==> src/hdl/adsr_eg_pkg.sv <==
package adsr_eg_pkg;

    localparam int PHASE_FRACTION_BITS = 24;
    localparam int CURVE_TABLE_DEPTH   = 256;

    localparam int DEPTH_BITS = $clog2(CURVE_TABLE_DEPTH);
    localparam int PW         = PHASE_FRACTION_BITS + 1;
    localparam int IDX_W      = DEPTH_BITS + 1;
    localparam int NODE_W     = 20;
    localparam int CUBE_W     = 30;
    localparam int MAXS_W     = 24;
    localparam int DEN_W      = CUBE_W + MAXS_W;
    localparam int PROD_W     = NODE_W + PW + 1;
    localparam int ISUM_W     = PROD_W + 1;
    localparam int SUM_W      = 37;
    localparam int DIV_STEPS  = PHASE_FRACTION_BITS + 1;
    localparam int CNT_W      = $clog2(DIV_STEPS);

    localparam logic [PW-1:0] PH_ONE      = PW'(1) << PHASE_FRACTION_BITS;
    localparam logic [PW-1:0] PH_STEP_MAX = PH_ONE + PW'(1);
    // first partial remainder of 2^(F+30) over a quotient of F+1 bits
    localparam logic [DEN_W-1:0] DIV_INIT = DEN_W'(1) << 29;

    localparam logic [2:0] STAGE_ATTACK  = 3'd0;
    localparam logic [2:0] STAGE_DECAY   = 3'd1;
    localparam logic [2:0] STAGE_SUSTAIN = 3'd2;
    localparam logic [2:0] STAGE_RELEASE = 3'd3;
    localparam logic [2:0] STAGE_STANDBY = 3'd4;

    localparam logic [1:0] MODE_ADSR    = 2'd0;
    localparam logic [1:0] MODE_ONESHOT = 2'd1;
    localparam logic [1:0] MODE_LOOP    = 2'd2;

    localparam logic [1:0] REG_MODE        = 2'd0;
    localparam logic [1:0] REG_MAX_ATTACK  = 2'd1;
    localparam logic [1:0] REG_MAX_DECAY   = 2'd2;
    localparam logic [1:0] REG_MAX_RELEASE = 2'd3;

    localparam logic [3:0] OP_NONE   = 4'd0;
    localparam logic [3:0] OP_LOAD   = 4'd1;
    localparam logic [3:0] OP_PREP   = 4'd2;
    localparam logic [3:0] OP_MUL1   = 4'd3;
    localparam logic [3:0] OP_MUL2   = 4'd4;
    localparam logic [3:0] OP_MUL3   = 4'd5;
    localparam logic [3:0] OP_DIV    = 4'd6;
    localparam logic [3:0] OP_SHAPE  = 4'd7;
    localparam logic [3:0] OP_LEVEL  = 4'd8;
    localparam logic [3:0] OP_COMMIT = 4'd9;

    typedef struct packed {
        logic [3:0] op;
    } dp_cmd_t;

    typedef struct packed {
        logic div_skip;
    } dp_status_t;

    typedef logic signed [NODE_W-1:0] node_t;
    typedef node_t node_tab_t [0:CURVE_TABLE_DEPTH];

    function automatic logic [63:0] isqrt64(input logic [63:0] x_in);
        logic [63:0] x;
        logic [63:0] r;
        logic [63:0] b;
        x = x_in;
        r = 64'd0;
        b = 64'h4000_0000_0000_0000;
        while (b > x)
            b = b >> 2;
        while (b != 64'd0)
        begin
            if (x >= r + b)
            begin
                x = x - (r + b);
                r = (r >> 1) + b;
            end
            else
                r = r >> 1;
            b = b >> 2;
        end
        return r;
    endfunction

    // log2 in Q16 by repeated squaring
    function automatic longint log2_q16(input longint x);
        int     e;
        longint y;
        longint res;
        e = 0;
        while ((x >> (e + 1)) != 0)
            e++;
        y = x << (30 - e);
        res = longint'(e) << 16;
        for (int i = 15; i >= 0; i--)
        begin
            y = (y * y) >>> 30;
            if (y >= (longint'(2) << 30))
            begin
                y = y >>> 1;
                res = res | (longint'(1) << i);
            end
        end
        return res;
    endfunction

    function automatic node_tab_t build_tab(input logic expo);
        node_tab_t   tab;
        logic [63:0] roots [0:15];
        logic [63:0] r;
        logic [63:0] v;
        longint      m;
        longint      n;
        longint      f;
        longint      val;
        // 2^(-2^(i-16)) in Q30, one per fraction bit
        r = 64'd1 << 29;
        for (int i = 15; i >= 0; i--)
        begin
            r = isqrt64(r << 30);
            roots[i] = r;
        end
        for (int k = 0; k <= CURVE_TABLE_DEPTH; k++)
        begin
            if (expo)
            begin
                m = 8 * (CURVE_TABLE_DEPTH - k);
                n = m / CURVE_TABLE_DEPTH;
                f = ((m % CURVE_TABLE_DEPTH) << 16) / CURVE_TABLE_DEPTH;
                v = 64'd1 << 30;
                for (int i = 15; i >= 0; i--)
                begin
                    if (((f >> i) & 1) != 0)
                        v = (v * roots[i]) >> 30;
                end
                val = longint'((v >> n) >> 15);
            end
            else if (k == 0)
                val = -262144;
            else
                val = 32768 + (log2_q16(longint'(k)) - log2_q16(CURVE_TABLE_DEPTH)) / 16;
            tab[k] = NODE_W'(val);
        end
        return tab;
    endfunction

    localparam node_tab_t EXP_TAB = build_tab(1'b1);
    localparam node_tab_t LOG_TAB = build_tab(1'b0);

endpackage

==> src/hdl/adsr_eg_ctrl.sv <==
module adsr_eg_ctrl (
    input  logic                    clk,
    input  logic                    rst_n,
    input  logic                    sample_valid,
    output logic                    sample_ready,
    output logic                    result_valid,
    input  logic                    result_ready,
    output adsr_eg_pkg::dp_cmd_t    cmd,
    input  adsr_eg_pkg::dp_status_t status
);
    import adsr_eg_pkg::*;

    localparam logic [3:0] CS_IDLE   = 4'd0;
    localparam logic [3:0] CS_PREP   = 4'd1;
    localparam logic [3:0] CS_MUL1   = 4'd2;
    localparam logic [3:0] CS_MUL2   = 4'd3;
    localparam logic [3:0] CS_MUL3   = 4'd4;
    localparam logic [3:0] CS_DIV    = 4'd5;
    localparam logic [3:0] CS_SHAPE  = 4'd6;
    localparam logic [3:0] CS_LEVEL  = 4'd7;
    localparam logic [3:0] CS_COMMIT = 4'd8;

    logic [3:0]       state_reg, state_next;
    logic [CNT_W-1:0] cnt_reg, cnt_next;
    logic             out_valid_reg, out_valid_next;

    assign sample_ready = (state_reg == CS_IDLE);
    assign result_valid = out_valid_reg;

    always_comb
    begin
        state_next     = state_reg;
        cnt_next       = cnt_reg;
        out_valid_next = out_valid_reg;
        cmd.op         = OP_NONE;
        if (out_valid_reg && result_ready)
            out_valid_next = 1'b0;
        case (state_reg)
            CS_IDLE:
            begin
                if (sample_valid)
                begin
                    cmd.op     = OP_LOAD;
                    state_next = CS_PREP;
                end
            end
            CS_PREP:
            begin
                cmd.op     = OP_PREP;
                state_next = CS_MUL1;
            end
            CS_MUL1:
            begin
                cmd.op     = OP_MUL1;
                state_next = CS_MUL2;
            end
            CS_MUL2:
            begin
                cmd.op     = OP_MUL2;
                state_next = CS_MUL3;
            end
            CS_MUL3:
            begin
                cmd.op     = OP_MUL3;
                cnt_next   = '0;
                state_next = CS_DIV;
            end
            CS_DIV:
            begin
                // step saturates: no quotient needed
                if (status.div_skip)
                    state_next = CS_SHAPE;
                else
                begin
                    cmd.op = OP_DIV;
                    if (cnt_reg == CNT_W'(DIV_STEPS - 1))
                    begin
                        cnt_next   = '0;
                        state_next = CS_SHAPE;
                    end
                    else
                        cnt_next = cnt_reg + CNT_W'(1);
                end
            end
            CS_SHAPE:
            begin
                cmd.op     = OP_SHAPE;
                state_next = CS_LEVEL;
            end
            CS_LEVEL:
            begin
                cmd.op     = OP_LEVEL;
                state_next = CS_COMMIT;
            end
            CS_COMMIT:
            begin
                if (!out_valid_reg || result_ready)
                begin
                    cmd.op         = OP_COMMIT;
                    out_valid_next = 1'b1;
                    state_next     = CS_IDLE;
                end
            end
            default:
            begin
                state_next = CS_IDLE;
            end
        endcase
    end

    always_ff @(posedge clk or negedge rst_n)
    begin
        if (!rst_n)
        begin
            state_reg     <= CS_IDLE;
            cnt_reg       <= '0;
            out_valid_reg <= 1'b0;
        end
        else
        begin
            state_reg     <= state_next;
            cnt_reg       <= cnt_next;
            out_valid_reg <= out_valid_next;
        end
    end

    a_accept_starts: assert property (@(posedge clk) disable iff (!rst_n)
        (sample_valid && sample_ready) |=> (state_reg == CS_PREP))
        else $error("accepted request did not start processing");

    a_commit_shows: assert property (@(posedge clk) disable iff (!rst_n)
        (state_reg == CS_COMMIT && (!out_valid_reg || result_ready))
        |=> (result_valid && state_reg == CS_IDLE))
        else $error("commit did not present a result");

    a_div_count: assert property (@(posedge clk) disable iff (!rst_n)
        (state_reg == CS_DIV) |-> (cnt_reg < CNT_W'(DIV_STEPS)))
        else $error("divider step count out of range");

    a_no_drop: assert property (@(posedge clk) disable iff (!rst_n)
        (state_reg == CS_COMMIT && out_valid_reg && !result_ready)
        |=> (state_reg == CS_COMMIT))
        else $error("commit left while output still full");

endmodule

==> config.mk <==
export PLATFORM = sky130hd
export DESIGN_NAME = adsr_eg_ctrl
export DESIGN_NICKNAME = d
export VERILOG_FILES = /design/src/hdl/adsr_eg_pkg.sv /design/src/hdl/adsr_eg_ctrl.sv
export SDC_FILE = /design/constraint.sdc
export NUM_CORES = 1
export LEC_CHECK = 0
export BUFFER_PORTS_ARGS = -buffer_cell sky130_fd_sc_hd__buf_4
export CAP_MARGIN = 20
export CORE_AREA = 2 2 39 41
export CTS_CLUSTER_DIAMETER = 40
export DETAILED_ROUTE_END_ITERATION = 12
export DIE_AREA = 0 0 41 43
export GPL_TIMING_DRIVEN = 0
export PLACE_DENSITY = 0.8
export SLEW_MARGIN = 20
export SYNTH_ARGS = -nofsm -noshare
export SYNTH_HDL_FRONTEND = slang
export SYNTH_SLANG_ARGS = --single-unit
==> constraint.sdc <==
create_clock -name clk -period 1.7 [get_ports clk]
set_input_delay 0.34 -clock clk [delete_from_list [all_inputs] [get_ports clk]]
set_output_delay 0.34 -clock clk [all_outputs]
set_load 0.01 [all_outputs]
==> results.json <==
{
  "start_util": 0.471,
  "seqPwrFrac": 0.235,
  "cts_buffers": 3,
  "worstPathRequired_ns": 1.36,
  "synth_nets": 77,
  "synth_xor_area_frac": 0,
  "max-vdd-ir-drop_uv": 1060,
  "yosysMostFrequentCell": "dfrtp_1",
  "fin_tns_setup_ns": -0.195,
  "max_stage_delay_ns": 0.55,
  "track_usage": 0.189,
  "skew_ns": 0.00537,
  "period_share": 1.07,
  "p_sw_uw": 637,
  "fin_nets": 101,
  "ys_warn_count": 0,
  "tritoncts": "done",
  "first_pass_iters": 4,
  "cts_buffer_depth": 2,
  "tightestPinTransition_ns": 0.308,
  "cp_top_family": "simple AND/OR/NAND/NOR gates",
  "synth_area_leaders": "dfrtp_1 38%, nand2b_1 4.8%, ha_1 3.8%",
  "route.detailed.drc": 0,
  "numPortBuffers": 10,
  "leakagePower_nw": 0.422,
  "vias": 592,
  "fin_crit_ns": 1.82,
  "netlist_top_cells_count": "10 x dfrtp_1, 6 x inv_1, 5 x nand2_1, 5 x nand2b_1",
  "path_depth": 3,
  "ys.flop_type": "dfrtp_1",
  "rows": 14,
  "clock_latency_ns": 0.28,
  "crit_type": "register to primary output",
  "dieArea_sq_mm": 0.00176,
  "synthAdderAreaFrac": 0.0384,
  "p_int_uw": 984,
  "worstSetupEndpointType": "primary output",
  "instances_no_fill": 109,
  "drt-total-wl_um": 1490,
  "fp.dieW_um": 41,
  "async_flop_share": 1.00,
  "synthesis.area_sq_um": 652,
  "crit_path_max_fanout": 2,
  "sw_frac_of_total": 0.393,
  "seq_area_frac_synth": 0.384,
  "synth_top_family_by_area": "simple AND/OR/NAND/NOR gates",
  "grt_max_degree": 11,
  "r2r_cells": 5,
  "cpMaxStageDelayCell": "or4b_4",
  "clock_power_share": 0.143,
  "area_growth_syn_to_layout_pct": 41.1,
  "setup_viol": 5,
  "synth-compound-area-share": 0.186,
  "hold_viol_final": 0,
  "cap_violations": 0,
  "setup_ws_ns": -0.117,
  "cp_num_buf_inv": 1,
  "ys_types": 30,
  "core_area_sq_mm": 0.00138,
  "synthMuxAreaShare": 0.0154,
  "dp.cells": 96,
  "die_y_um": 43,
  "synth-edff-count": 0,
  "clk_pin_slew_ns": 0.08,
  "hp-class": "input port to register",
  "rsz0062_at_grt": "yes",
  "netlist.area_leader.share": 0.384,
  "cts-htree-levels": 1,
  "start_kind": "register",
  "status": "finished, violations left",
  "clock_sinks": 10,
  "drtIter0Drc": 4,
  "drive_gt1_frac": 0.452,
  "cts_root_buf": "clkbuf_4",
  "grt_overflow": 0,
  "synth-seq-cells": 10,
  "ant_nets": 0,
  "relSlewSlack": 0.794,
  "syn_inst": 70,
  "n_antenna_cell": 0,
  "path_cells": "or4b_4, o21ai_2, buf_4",
  "ios": 11,
  "clock.fmax_ghz": 0.550,
  "yosys.area_share.simple": 0.290,
  "slew_viol_final": 0,
  "hpwl_um": 892,
  "gp_congestion": 0.823,
  "fillers": 109,
  "grt_pass1_wl_um": 2190,
  "combPwrFrac": 0.622,
  "antenna_found_initial": 0,
  "wire_per_inst_um": 13.7,
  "power_density_mw_per_mm2": 1760,
  "failed_checks": "negative setup slack",
  "largest_reg_flops": 5,
  "viasPerCell": 5.43,
  "synth_top_area_cell": "dfrtp_1",
  "synth.avg_cell_area_sq_um": 9.31,
  "grt_pass1_vias": 538,
  "arrival_ns": 1.48,
  "hold_depth": 3
}
per-stage QoR:
step | power [mW] | setup WS [ns] | area (sq um) | util | hold slack [ns]
finish | 1.62 | -0.117 | 920 | 0.665 | 0.400
global route | 1.72 | -0.151 | 920 | 0.665 | 0.439
CTS | 1.40 | -0.105 | 843 | 0.609 | 0.407
detailed placement | 1.09 | 0.152 | 747 | 0.540 | 0.177
global placement | 1.08 | 0.156 | 747 | 0.540 | 0.175
floorplan | 0.878 | 0.270 | 652 | - | 0.0444
worst register-to-register path: stages, from the launching register on:
cell      delay [ns]
dfrtp_1         0.41
buf_6           0.14
buf_4           0.14
a21oi_4         0.13
nand4_1         0.24
o221ai_1        0.23
cell type report:
| cell class | count | area [sq um] | share of cell area |
|---|---|---|---|
| Multi-Input combinational cell | 50 | 389 | 0.423 |
| Sequential cell | 10 | 250 | 0.272 |
| Timing Repair Buffer | 19 | 156 | 0.170 |
| Buffer | 4 | 45.0 | 0.0490 |
| Clock buffer | 4 | 36.3 | 0.0395 |
| Inverter | 6 | 22.5 | 0.0245 |
| Tap cell | 16 | 20.0 | 0.0218 |
power groups by stage:
stage	Combinational, mW	Clock, mW	Sequential [mW]
floorplan	0.509	0	0.369
global placement	0.704	0	0.376
detailed placement	0.708	0	0.379
CTS	0.795	0.231	0.376
global route	1.09	0.239	0.389
finish	1.01	0.231	0.382
kinds of logic after synthesis:
| group | count (synthesis) |
|---|---|
| simple gates | 31 |
| fa+ha+maj | 2 |
| buf+inv | 10 |
| mux | 1 |
| compound gates | 16 |
| flops | 10 |
placed cells by master, fill, tap and decap left out, drive strengths merged, types with 2 or more instances in the layout:
master / synthesis / layout
a21oi: 5 / 5
buf: 4 / 22
clkbuf: 0 / 4
dfrtp: 10 / 10
ha: 2 / 2
inv: 6 / 6
nand2: 5 / 5
nand2b: 5 / 5
nand3: 4 / 4
nand4: 4 / 4
nor2: 2 / 2
nor2b: 2 / 2
o21ai: 4 / 4
o221ai: 2 / 2
or2: 2 / 2
path summary, 6_finish.rpt:
check,startpoint,to,slack [ns]
worst max-delay path,state_reg[2]$_DFFE_PN0P_,cmd[3],-0.12
worst min-delay path,result_ready,result_valid$_DFF_PN0_,0.40
worst max register to register,state_reg[1]$_DFFE_PN0P_,cnt_reg[3]$_DFFE_PN0P_,0.32
worst min register to register,cnt_reg[2]$_DFFE_PN0P_,cnt_reg[2]$_DFFE_PN0P_,0.56
max in group asynchronous,rst_n,result_valid$_DFF_PN0_,1.13
min in group asynchronous,rst_n,cnt_reg[2]$_DFFE_PN0P_,0.42
repair_timing:
action                     in CTS  in global routing
hold buffers                    1                  0
setup endpoints to repair       3                  5
setup buffers                   5                  3
pin swaps                       0                  4
hold endpoints to repair       10                  0
resized for setup               3                 13
routing by layer:
| layer | wire length [um] | global-route usage | share of wire | up-vias |
|---|---|---|---|---|
| li1 | - | - | - | 296 |
| met1 | 679 | 0.223 | 0.46 | 285 |
| met2 | 740 | 0.288 | 0.50 | 7 |
| met3 | 38 | 0.0471 | 0.026 | 4 |
| met4 | 32 | 0.120 | 0.021 | 0 |
| met5 | 0 | 0 | 0 | - |
Note: power is estimated with default switching activity, not from simulation.
